### config.mk
export PLATFORM = sky130hd
export DESIGN_NAME = line_sensor_calibrate_threshold_unit
export DESIGN_NICKNAME = d
export VERILOG_FILES = /design/src/hdl/lsct_pkg.sv /design/src/hdl/lsct_alu.sv /design/src/hdl/line_sensor_calibrate_threshold_unit.sv
export SDC_FILE = /design/constraint.sdc
export NUM_CORES = 2
export LEC_CHECK = 0
export ABC_CLOCK_PERIOD_IN_PS = 7300
export BUFFER_PORTS_ARGS = -buffer_cell sky130_fd_sc_hd__buf_4
export CORE_MARGIN = 2
export CORE_UTILIZATION = 50
export DETAILED_ROUTE_END_ITERATION = 10
export HOLD_SLACK_MARGIN = 0.05
export PLACE_DENSITY = 0.65
export SLEW_MARGIN = 20
export SYNTH_ARGS = -nofsm -noshare
export SYNTH_HDL_FRONTEND = slang
export SYNTH_SLANG_ARGS = --single-unit
export TNS_END_PERCENT = 10
### constraint.sdc
create_clock -name aclk -period 7.3 [get_ports aclk]
set_input_delay 0.365 -clock aclk [delete_from_list [all_inputs] [get_ports aclk]]
set_output_delay 0.365 -clock aclk [all_outputs]
set_load 0.01 [all_outputs]
### src/hdl/lsct_pkg.sv
// Package of the line sensor threshold unit: field widths, default parameters,
// transaction kind codes and the request type of the shared arithmetic unit.
// No dependencies.
package lsct_pkg;

    localparam int DEF_NUM_SENSORS = 32;
    localparam int DEF_SAMPLE_BITS = 12;

    localparam int KIND_W      = 2;
    localparam int IDX_FIELD_W = 5;
    localparam int READING_W   = 12;
    localparam int MASK_W      = 32;
    // Wide enough to compare a sensor index against a sensor count of up to 64.
    localparam int IDX_EXT_W   = 7;

    typedef enum logic [KIND_W-1:0] {
        KIND_BEGIN  = 2'd0,
        KIND_CAL    = 2'd1,
        KIND_FINISH = 2'd2,
        KIND_DETECT = 2'd3
    } kind_t;

    typedef enum logic {
        ALU_ADD = 1'b0,
        ALU_SUB = 1'b1
    } alu_op_t;

    typedef struct packed {
        alu_op_t op;
    } alu_req_t;

endpackage

### src/hdl/lsct_alu.sv
// Shared add/compare unit of the line sensor threshold unit.
// Depends on lsct_pkg for the request type.
module lsct_alu import lsct_pkg::*; #(
    parameter int DATA_W = DEF_SAMPLE_BITS
) (
    input  alu_req_t          req,
    input  logic [DATA_W-1:0] a,
    input  logic [DATA_W-1:0] b,
    output logic [DATA_W:0]   sum,
    output logic              lt
);

    logic [DATA_W:0] b_ext;
    logic            sub;

    // One adder serves both jobs: a + b, or a - b whose sign bit gives a < b.
    assign sub   = (req.op == ALU_SUB);
    assign b_ext = sub ? ~{1'b0, b} : {1'b0, b};
    assign sum   = {1'b0, a} + b_ext + {{DATA_W{1'b0}}, sub};
    assign lt    = sub & sum[DATA_W];

endmodule

### src/hdl/line_sensor_calibrate_threshold_unit.sv
// Line sensor calibration and threshold detection unit: per-sensor min, max and
// threshold stores, a line mask built over one scan. Depends on lsct_pkg, lsct_alu.
//
// Steps: begin calibration and a sample for a sensor outside the array need only the
// idle step, a detect sample a compare step, a calibration sample a max and a min step,
// and finish calibration a read and an add step per sensor; all compares and adds use
// the one shared adder/comparator, and all reads the single read port of each store.
// The mask transaction is registered once the last sensor's detect sample is evaluated
// and the output register is free, and waits in it. Reset (aresetn low, synchronous) clears
// the sequencer, the output valid, the mask to all ones and the store valid bits.
module line_sensor_calibrate_threshold_unit import lsct_pkg::*; #(
    parameter int NUM_SENSORS = DEF_NUM_SENSORS,
    parameter int SAMPLE_BITS = DEF_SAMPLE_BITS
) (
    input  logic                   aclk,
    input  logic                   aresetn,
    input  logic                   s_valid,
    output logic                   s_ready,
    input  logic [KIND_W-1:0]      s_kind,
    input  logic [IDX_FIELD_W-1:0] s_sensor_index,
    input  logic [READING_W-1:0]   s_reading,
    output logic                   m_valid,
    input  logic                   m_ready,
    output logic [MASK_W-1:0]      m_line_mask
);

    localparam int IDX_W = $clog2(NUM_SENSORS);
    localparam logic [SAMPLE_BITS-1:0] FULL_SCALE = '1;
    localparam logic [SAMPLE_BITS-1:0] HALF_SCALE = FULL_SCALE >> 1;
    localparam logic [IDX_EXT_W-1:0]   NUM_EXT    = IDX_EXT_W'(NUM_SENSORS);
    localparam logic [IDX_EXT_W-1:0]   LAST_EXT   = IDX_EXT_W'(NUM_SENSORS - 1);
    localparam logic [IDX_W-1:0]       LAST_ADDR  = IDX_W'(NUM_SENSORS - 1);

    // The sequencer walks through these steps; only the idle step takes a transaction.
    typedef enum logic [2:0] {
        ST_IDLE,
        ST_CAL_MAX,
        ST_CAL_MIN,
        ST_DET,
        ST_FIN_RD,
        ST_FIN_ADD
    } state_t;

    state_t                   state_reg, state_next;
    logic [IDX_W-1:0]         addr_reg, addr_next;
    logic [IDX_FIELD_W-1:0]   idx_reg, idx_next;
    logic [SAMPLE_BITS-1:0]   rd_reg, rd_next;
    logic                     last_reg, last_next;
    logic [MASK_W-1:0]        mask_reg, mask_next;
    logic                     m_valid_reg, m_valid_next;
    logic [MASK_W-1:0]        m_mask_reg, m_mask_next;
    logic [NUM_SENSORS-1:0]   cal_valid_reg, cal_valid_next;
    logic [NUM_SENSORS-1:0]   thr_valid_reg, thr_valid_next;

    // The three stores. Each has one write port and one registered read port, all
    // reading at the same address. An entry whose valid bit is clear reads as its
    // reset value, so begin calibration clears the min/max stores by clearing their valid bits.
    logic [SAMPLE_BITS-1:0] max_mem [NUM_SENSORS];
    logic [SAMPLE_BITS-1:0] min_mem [NUM_SENSORS];
    logic [SAMPLE_BITS-1:0] thr_mem [NUM_SENSORS];
    logic [SAMPLE_BITS-1:0] max_rdata_reg, min_rdata_reg, thr_rdata_reg;

    logic [IDX_W-1:0]       rd_addr;
    logic                   max_we, min_we, thr_we;
    logic [SAMPLE_BITS-1:0] max_wdata, min_wdata, thr_wdata;

    logic [IDX_EXT_W-1:0]   s_idx_ext;
    logic [IDX_W-1:0]       s_addr;
    logic                   s_in_range;
    logic [27:0]            s_reading_wide;
    logic                   accept;
    logic                   out_free;

    logic [SAMPLE_BITS-1:0] max_eff, min_eff, thr_eff;
    logic [MASK_W-1:0]      mask_clr;

    alu_req_t               alu_req;
    logic [SAMPLE_BITS-1:0] alu_a, alu_b;
    logic [SAMPLE_BITS:0]   alu_sum;
    logic                   alu_lt;

    assign s_ready  = (state_reg == ST_IDLE) && aresetn;
    assign accept   = s_valid && s_ready;
    assign m_valid  = m_valid_reg;
    assign m_line_mask = m_mask_reg;
    assign out_free = !m_valid_reg || m_ready;

    // Only the low SAMPLE_BITS bits of a reading count; a wider sample zero-extends.
    assign s_reading_wide = {16'd0, s_reading};
    assign s_idx_ext      = {{(IDX_EXT_W - IDX_FIELD_W){1'b0}}, s_sensor_index};
    assign s_addr         = s_idx_ext[IDX_W-1:0];
    assign s_in_range     = (s_idx_ext < NUM_EXT);

    // In the idle step the stores are read at the incoming sensor, so the data is
    // ready in the next step; later steps keep reading at the latched address.
    assign rd_addr = (state_reg == ST_IDLE) ? s_addr : addr_reg;

    assign max_eff = cal_valid_reg[addr_reg] ? max_rdata_reg : '0;
    assign min_eff = cal_valid_reg[addr_reg] ? min_rdata_reg : FULL_SCALE;
    assign thr_eff = thr_valid_reg[addr_reg] ? thr_rdata_reg : HALF_SCALE;

    // Operand selection for the shared unit in each step.
    always_comb begin
        alu_req.op = ALU_SUB;
        alu_a      = rd_reg;
        alu_b      = thr_eff;
        unique case (state_reg)
            ST_CAL_MAX: begin
                alu_a = max_eff;
                alu_b = rd_reg;
            end
            ST_CAL_MIN: begin
                alu_a = rd_reg;
                alu_b = min_eff;
            end
            ST_FIN_RD, ST_FIN_ADD: begin
                alu_req.op = ALU_ADD;
                alu_a      = max_eff;
                alu_b      = min_eff;
            end
            default: begin
                alu_req.op = ALU_SUB;
            end
        endcase
    end

    lsct_alu #(
        .DATA_W (SAMPLE_BITS)
    ) u_alu (
        .req (alu_req),
        .a   (alu_a),
        .b   (alu_b),
        .sum (alu_sum),
        .lt  (alu_lt)
    );

    assign mask_clr = alu_lt ? (mask_reg & ~(MASK_W'(1) << idx_reg)) : mask_reg;

    always_comb begin
        state_next     = state_reg;
        addr_next      = addr_reg;
        idx_next       = idx_reg;
        rd_next        = rd_reg;
        last_next      = last_reg;
        mask_next      = mask_reg;
        m_valid_next   = m_valid_reg && !m_ready;
        m_mask_next    = m_mask_reg;
        cal_valid_next = cal_valid_reg;
        thr_valid_next = thr_valid_reg;
        max_we         = 1'b0;
        min_we         = 1'b0;
        thr_we         = 1'b0;
        max_wdata      = alu_lt ? rd_reg : max_eff;
        min_wdata      = alu_lt ? rd_reg : min_eff;
        thr_wdata      = alu_sum[SAMPLE_BITS:1];

        unique case (state_reg)
            ST_IDLE: begin
                if (accept) begin
                    addr_next = s_addr;
                    idx_next  = s_sensor_index;
                    rd_next   = s_reading_wide[SAMPLE_BITS-1:0];
                    last_next = (s_idx_ext == LAST_EXT);
                    unique case (kind_t'(s_kind))
                        KIND_BEGIN: begin
                            cal_valid_next = '0;
                        end
                        KIND_FINISH: begin
                            addr_next  = '0;
                            state_next = ST_FIN_RD;
                        end
                        KIND_CAL: begin
                            if (s_in_range) begin
                                state_next = ST_CAL_MAX;
                            end
                        end
                        KIND_DETECT: begin
                            if (s_in_range) begin
                                state_next = ST_DET;
                            end
                        end
                        default: begin
                            state_next = ST_IDLE;
                        end
                    endcase
                end
            end
            ST_CAL_MAX: begin
                // Both entries are rewritten, so a sensor never holds half-fresh data.
                max_we     = 1'b1;
                state_next = ST_CAL_MIN;
            end
            ST_CAL_MIN: begin
                min_we                   = 1'b1;
                cal_valid_next[addr_reg] = 1'b1;
                state_next               = ST_IDLE;
            end
            ST_DET: begin
                if (last_reg) begin
                    // The last sensor closes the scan; wait here if the previous
                    // mask transaction has not been taken yet.
                    if (out_free) begin
                        m_valid_next = 1'b1;
                        m_mask_next  = mask_clr;
                        mask_next    = '1;
                        state_next   = ST_IDLE;
                    end
                end else begin
                    mask_next  = mask_clr;
                    state_next = ST_IDLE;
                end
            end
            ST_FIN_RD: begin
                state_next = ST_FIN_ADD;
            end
            ST_FIN_ADD: begin
                thr_we                   = 1'b1;
                thr_valid_next[addr_reg] = 1'b1;
                if (addr_reg == LAST_ADDR) begin
                    state_next = ST_IDLE;
                end else begin
                    addr_next  = addr_reg + IDX_W'(1);
                    state_next = ST_FIN_RD;
                end
            end
            default: begin
                state_next = ST_IDLE;
            end
        endcase
    end

    always_ff @(posedge aclk) begin
        if (!aresetn) begin
            state_reg     <= ST_IDLE;
            mask_reg      <= '1;
            m_valid_reg   <= 1'b0;
            cal_valid_reg <= '0;
            thr_valid_reg <= '0;
        end else begin
            state_reg     <= state_next;
            mask_reg      <= mask_next;
            m_valid_reg   <= m_valid_next;
            cal_valid_reg <= cal_valid_next;
            thr_valid_reg <= thr_valid_next;
        end
        addr_reg   <= addr_next;
        idx_reg    <= idx_next;
        rd_reg     <= rd_next;
        last_reg   <= last_next;
        m_mask_reg <= m_mask_next;
    end

    always_ff @(posedge aclk) begin
        if (max_we) begin
            max_mem[addr_reg] <= max_wdata;
        end
        if (min_we) begin
            min_mem[addr_reg] <= min_wdata;
        end
        if (thr_we) begin
            thr_mem[addr_reg] <= thr_wdata;
        end
        max_rdata_reg <= max_mem[rd_addr];
        min_rdata_reg <= min_mem[rd_addr];
        thr_rdata_reg <= thr_mem[rd_addr];
    end

endmodule

Yosys cells after proc, flatten, opt, wreduce, memory -nomap -nowiden
Memories as Yosys holds them, arrays and structs flattened. A register that Yosys moved wholly into a read port is not among the register bits.
Index checks and enable logic that the tools add are counted.

word-level totals
  bits in registers = 155
  memory bits (writable) = 1,152
  input bits = 23
  output and inout bits = 34
  word-level logic and storage cells = 110
  memories kept = 3

cells by class
  add/sub/neg operators = 3
  order comparisons = 3
  eq/ne operators = 18
  shifts and indexed selects = 1
  muxes and demuxes = 46
  bitwise operators = 6
  reduce and logical (&&, ||, !) cells = 20

memories
  name     words  bits a word  read ports  clocked after Yosys merged registers in  wr ports  line                                        text
  max_mem  32     12           1           1                                        1         line_sensor_calibrate_threshold_unit.sv:58  logic [SAMPLE_BITS-1:0] max_mem [NUM_SENSORS];
  min_mem  32     12           1           1                                        1         line_sensor_calibrate_threshold_unit.sv:59  logic [SAMPLE_BITS-1:0] min_mem [NUM_SENSORS];
  thr_mem  32     12           1           1                                        1         line_sensor_calibrate_threshold_unit.sv:60  logic [SAMPLE_BITS-1:0] thr_mem [NUM_SENSORS];

operator list
  cell                                                                   number
  32-bit 2-to-1 mux                                                      5
  12-bit 2-to-1 mux                                                      6
  32-bit bitwise OR                                                      2
  32-bit one-hot mux with 2 select lines                                 1
  32-bit bitwise AND                                                     1
  32-bit inverter                                                        1
  1-bit by 5-bit left shift with 32-bit output, first input constant     1
  12-bit one-hot mux with 2 select lines                                 1
  5-bit 2-to-1 mux                                                       4
  3-bit 2-to-1 mux                                                       6
  1-bit 2-to-1 mux                                                       16
  3-bit one-hot mux with 5 select lines                                  1
  12-bit by 13-bit adder with 13-bit output                              1
  13-bit by 1-bit adder with 13-bit output                               1
  13-bit 2-to-1 mux                                                      1
  12-bit inverter with 13-bit output                                     1
  5-bit by 6-bit < comparator with 1-bit output, second input constant   2
  1-bit binary-select mux with 5-bit select                              2
  5-bit equality test, second input constant                             2
  5-bit one-hot mux with 2 select lines                                  1
  3-bit inequality test, second input constant                           3
  3-bit one-hot mux with 3 select lines                                  1
  3-bit AND reduction                                                    3
  3-bit by 2-bit equality test with 1-bit output, second input constant  2
  21 further kinds                                                       32

Depth between registers and ports, before layout
  depth in word-level cells = 11
  depth in mapped cells = 28
  depth with buffers taken out = 25

Cells and area by module
From an unflattened synthesis, not the netlist that was laid out.

unflattened totals
  cell total of the unflattened synthesis = 3,828
  area total of the unflattened synthesis = 57,268.7 um^2

modules (own cells, without submodules)
  module                                times used  cells each  area each (um^2)  sequential area each (um^2)
  line_sensor_calibrate_threshold_unit  1           3,732       56,573.0          38,967.4
  lsct_alu                              1           96          695.7             0.0

Worst setup path after synthesis
No wires, ideal clock.

  kind = flip-flop to flip-flop
  start = register addr_reg[0]
  end = memory max_mem[0][10] in the netlist's numbering, data pin
  setup time = 0.454 ns
  data arrival time = 5.906 ns
  required time = 6.846 ns
  setup slack = 0.940 ns
  stages on the path, launching flop included = 27
  path through = edfxtp_1 > buf_6 > buf_6 > buf_4 > mux2_2 > a32oi_1 > nand3_1 > o31ai_1 > buf_2 > nor2_1 > o21ai_0 > o211ai_1 > ha_1 > nor2b_1 > o21ai_0 > a21boi_0 > o21ai_0 > a21boi_0 > o21ai_0 > a21boi_0 > o21ai_0 > nand2b_1 > a31oi_1 > ha_1 > clkbuf_1 > clkbuf_1 > o21ai_0

on the way
  cells in the longest elaborated chain, start to end = 10
  elaborated cells between the ends (all ways) = 15

ends and longest elaborated chain
  item                                                                 line                                                                                                                                 text
  start: declaration                                                   line_sensor_calibrate_threshold_unit.sv:45                                                                                           logic [IDX_W-1:0] addr_reg, addr_next;
  start signal: assignment                                             line_sensor_calibrate_threshold_unit.sv:246                                                                                          addr_reg <= addr_next;
  1-bit binary-select mux with 5-bit select, on equally long branches  line_sensor_calibrate_threshold_unit.sv:100, line_sensor_calibrate_threshold_unit.sv:98, line_sensor_calibrate_threshold_unit.sv:99
  1-bit 2-to-1 mux, on equally long branches                           line_sensor_calibrate_threshold_unit.sv:100, line_sensor_calibrate_threshold_unit.sv:98, line_sensor_calibrate_threshold_unit.sv:99
  12-bit 2-to-1 mux, on equally long branches                          line_sensor_calibrate_threshold_unit.sv:100, line_sensor_calibrate_threshold_unit.sv:99
  12-bit one-hot mux with 2 select lines                               line_sensor_calibrate_threshold_unit.sv:107                                                                                          unique case (state_reg)
  12-bit inverter with 13-bit output                                   lsct_alu.sv:18                                                                                                                       assign b_ext = sub ? ~{1'b0, b} : {1'b0, b};
  13-bit 2-to-1 mux                                                    lsct_alu.sv:18
  12-bit by 13-bit adder with 13-bit output                            lsct_alu.sv:19                                                                                                                       assign sum = {1'b0, a} + b_ext + {{DATA_W{1'b0}}, sub};
  13-bit by 1-bit adder with 13-bit output                             lsct_alu.sv:19
  1-bit bitwise AND                                                    lsct_alu.sv:20                                                                                                                       assign lt = sub & sum[DATA_W];
  12-bit 2-to-1 mux *                                                  line_sensor_calibrate_threshold_unit.sv:153                                                                                          max_wdata = alu_lt ? rd_reg : max_eff;
  named net max_wdata[10]                                              line_sensor_calibrate_threshold_unit.sv:65                                                                                           logic [SAMPLE_BITS-1:0] max_wdata, min_wdata, thr_wdata;
  end: declaration                                                     line_sensor_calibrate_threshold_unit.sv:58

Mark *: on every way through the listed nets, which the timed path passes. The rest lies on a longest branch. The select of a mux whose other input is x is not followed.

Worst setup path in the final report
  start = register addr_reg[2]
  end = memory min_mem[26][2] in the netlist's numbering, data pin

on the way
  cells in the longest elaborated chain, start to end = 10
  elaborated cells between the ends (all ways) = 15

ends and longest elaborated chain
  item                                                                 line                                                                                                                                 text
  1-bit binary-select mux with 5-bit select, on equally long branches  line_sensor_calibrate_threshold_unit.sv:100, line_sensor_calibrate_threshold_unit.sv:98, line_sensor_calibrate_threshold_unit.sv:99
  1-bit 2-to-1 mux, on equally long branches                           line_sensor_calibrate_threshold_unit.sv:100, line_sensor_calibrate_threshold_unit.sv:98, line_sensor_calibrate_threshold_unit.sv:99
  12-bit 2-to-1 mux, on equally long branches                          line_sensor_calibrate_threshold_unit.sv:100, line_sensor_calibrate_threshold_unit.sv:99
  12-bit one-hot mux with 2 select lines                               line_sensor_calibrate_threshold_unit.sv:107
  12-bit inverter with 13-bit output                                   lsct_alu.sv:18
  13-bit 2-to-1 mux                                                    lsct_alu.sv:18
  12-bit by 13-bit adder with 13-bit output                            lsct_alu.sv:19
  13-bit by 1-bit adder with 13-bit output                             lsct_alu.sv:19
  1-bit bitwise AND                                                    lsct_alu.sv:20
  12-bit 2-to-1 mux *                                                  line_sensor_calibrate_threshold_unit.sv:154                                                                                          min_wdata = alu_lt ? rd_reg : min_eff;
  named net min_wdata[2]                                               line_sensor_calibrate_threshold_unit.sv:65
  end: declaration                                                     line_sensor_calibrate_threshold_unit.sv:59

Marked as above.

==> impl_results.md <==
* Setup Skew at 0.0292 ns
* Layout area overhead at 14.9%
* Num rows at about 120
* Worst-margin pin slew at 1.19 ns
* Routability Congestion at approximately 0.89
* Avg Inst Size Synth at 17.3 µm²
* Die H at about 330 µm
* Max-slew headroom at 0.206
* CP Launch Type: register
* Num CTS Buffers at 138
* DIE AREA at 109000 µm²
* Drt first pass iters at 5
* Clock latency at the later pin of the worst-skew pair at 0.75 ns
* Nets at 3245
* Final Power at roughly 28 mW
* TritonCTS clock tree: done
* Main combinational cell family by area after synthesis: multiplexers
* Final WS setup at between 0.5 and 0.6 ns
* CP Buf/Inv Count at 3
* Ant diodes at 0
* WHS at between 0.3 and 0.4 ns
* Post-DRT Antenna Nets at 0
* Fraction of the cycle the final worst path needs at 0.922
* Synth Net Count at 3106
* Clk pin slew, worst setup/hold paths at 0.07 ns
* Layout Cells excl Fill at 4705
* FFs w/ async S/R, synth at 0
* Yosys cell types at 66
* I/O pins at 57
* Worst-path maximum fanout at 38
* Final wirelength at 139000 µm
* Total grt overflow at 0
* Gr usage total at 0.261
* TNS Setup at 0 ns
* Share of post-route cells with drive strength above 1 at 0.249
* Post-synthesis register bit count at 1343
* Synth warn at 0
* CP max stage cell: mux2_2
* Critical path's most frequent cell: o21ai_0
* Slew Limit Fails at 0
* Critical path class: register to register
* F_max at 0.149 GHz
* Hold Crit Start: s_reading[0]
* Worst endpoint data arrival time at 7.18 ns
* Initial core utilization at 0.504
* Setup crit start: addr_reg[2]
* DRC viols at 0
* DR vias/cell at 6.23
* Max_cap viols at 0
* Detailed-route via count at 29324
* Most frequent cells in the layout: edfxtp_1 (1207), nand2_1 (403), mux4_2 (297), nand3_1 (211), buf_4 (157)
* Fin. Hold Viols at 0
* Post-Synth XOR/XNOR Area at 0.00165
* RSZ-0062 raised after global routing: yes
* Commonest non-fill, non-tap cell in the layout: edfxtp_1
* EDFF count, synth at between 1000 and 1500
* Worst path required time at 7.76 ns
* CP max stage delay at 0.67 ns
* Pin count of the biggest net entering global routing at 89
* CTS H-Tree Depth at 4
* First-iteration detailed-routing DRC count at 3560
* Sink Count at 1343
* FF-to-FF Start: addr_reg[2]
* Detail Placement HPWL at 79500 µm
* Routed wire length per instance at 29.6 µm
* Wire length of the first global-routing pass at ~200000 µm
* Post-synthesis simple-gate area fraction at 0.0715
* Syn Std Cell Area at 53000 µm²
* Top FF cell, synth: edfxtp_1
* Number of global-route vias before repair at between 20000 and 30000
* CTS Root Cell: clkbuf_16
* Dpl cells at 4419
* Clock tree buffer depth at 3
* Outcome: completed
* Crit path time final at between 6 and 7 ns
* Maximum VDD drop at between 0.3 and 0.4 mV
* CP Capture Type: register
* Total core area at 105000 µm²
* Delay-heaviest family, CP: compound AO/OA/AOI/OAI gates
* Adder-cell share of the synthesized area at 0.00463
* Setup-failing EPs final at 0
* Lkg Pwr at 19.9 nW
* Crit-path cells: buf_4 > nand2b_1 > o32a_1 > o211a_1 > o211ai_1 > buf_4 > nand2_1 > o21a_1 > fa_1 > nor2b_1 > o21ai_0 > a21boi_0 > o21ai_0 > a21boi_0 > o21ai_0 > a21boi_0 > o21ai_0 > nand2b_1 > a31oi_1 > ha_1 > buf_4 > mux2_2
* Initial antenna violation count at 3
* PwrDens at 463 nW/µm²
* Synthesized netlist cell count at between 3000 and 4000
* Port bufs at 56
* Largest regs: max_mem: 384 flops, min_mem: 384 flops, thr_mem: 384 flops
* Post-synthesis compound-gate area fraction at 0.0356
* Post-synthesis sequential area ratio at 0.736
* Hold/Removal Path Class: input pin to register
* Post-synthesis mux area share at 0.132
* Post-placement setup slack at 0.389 ns
* Die X at 330 µm
-- cell type report --
cell class / instances / area [µm²]
clock buffer: 176 / 3740
clock inverter: 75 / 1020
fill: 7847 / 44300
inverter: 23 / 86.3
multi-input combinational: 1506 / 13700
sequential: 1343 / 39000
tap: 1391 / 1740
timing repair buffer: 191 / 1630
-- logic make-up after synthesis --
family,after synthesis
XOR/XNOR,10
buffers and inverters,216
multiplexers,327
AND/OR/NAND/NOR,881
adder cells (fa/ha/maj),19
AO/OA/AOI/OAI,268
flip-flops,1343
-- worst reg2reg max path: cells and delay by family, from the launching register on --
family / cells / cell delay, ns
DFF: 1 / 0.37
buffers and inverters: 3 / 0.87
muxes: 1 / 0.67
and+or+nand+nor: 4 / 0.79
AOI/OAI and AO/OA: 12 / 3.00
adders and majority gates: 2 / 0.71
-- cell usage after synthesis, types with 3 or more instances --
cell type	instances	area share
a21boi_0	20	0.0028
a41oi_1	15	0.0025
o31a_1	4	0.00066
o21a_1	47	0.0067
nand2b_1	22	0.0026
xnor2_1	5	0.00083
buf_4	26	0.0037
mux2_2	16	0.0034
nor2b_1	16	0.0019
dfxtp_1	136	0.051
nand3_1	212	0.020
xor2_1	5	0.00083
mux2i_1	14	0.0026
nand2_1	404	0.029
o21ai_1	36	0.0034
buf_2	53	0.0050
nor2_1	192	0.014
buf_1	24	0.0017
inv_1	23	0.0016
or3_1	3	0.00035
clkbuf_1	88	0.0062
nand4b_1	5	0.00083
o21ai_0	47	0.0044
o211ai_1	10	0.0014
a31oi_1	14	0.0017
nand4_1	6	0.00071
a2bb2oi_1	3	0.00050
a211o_1	32	0.0053
edfxtp_1	1207	0.68
a21oi_1	13	0.0012
nor3_1	6	0.00057
a21o_1	3	0.00043
ha_1	18	0.0043
mux4_2	297	0.13
-- through the flow --
stage	util	instance area, µm²
after floorplan	-	53000
final	0.579	60800
after global routing	0.579	60800
after global placement	0.528	55500
after CTS	0.576	60600
after detailed placement	0.529	55600
-- timing repair --
item / CTS / global route
gates resized for setup: 0 / 7
endpoints found under the setup margin: 0 / 817
hold endpoints to repair: 49 / 0
hold buffers: 24 / 0
setup buffers: 0 / 9
-- power by group --
group / switching (mW) / internal (mW) / total, mW
Combinational: 6.45 / 3.51 / 9.97
Sequential: 0.200 / 10.7 / 10.9
Clock: 2.94 / 4.37 / 7.31
Total: 9.60 / 18.5 / 28.1
-- worst paths after layout --
kind,endpoint,slack (ns),cells past startpoint
worst max-delay path,min_mem[26][2],0.57,22
worst min register to register,mask_reg[2],0.45,1
worst max register to register,min_mem[26][2],0.57,22
worst min-delay path,rd_reg[0],0.35,2
-- routing by layer --
| metal | share of wire | GRT usage |
|---|---|---|
| met5 | 0 | 0 |
| met4 | 0.038 | 0.101 |
| met3 | 0.093 | 0.0510 |
| met2 | 0.46 | 0.393 |
| met1 | 0.41 | 0.378 |
No activity file was read; power rests on OpenSTA's default activity.
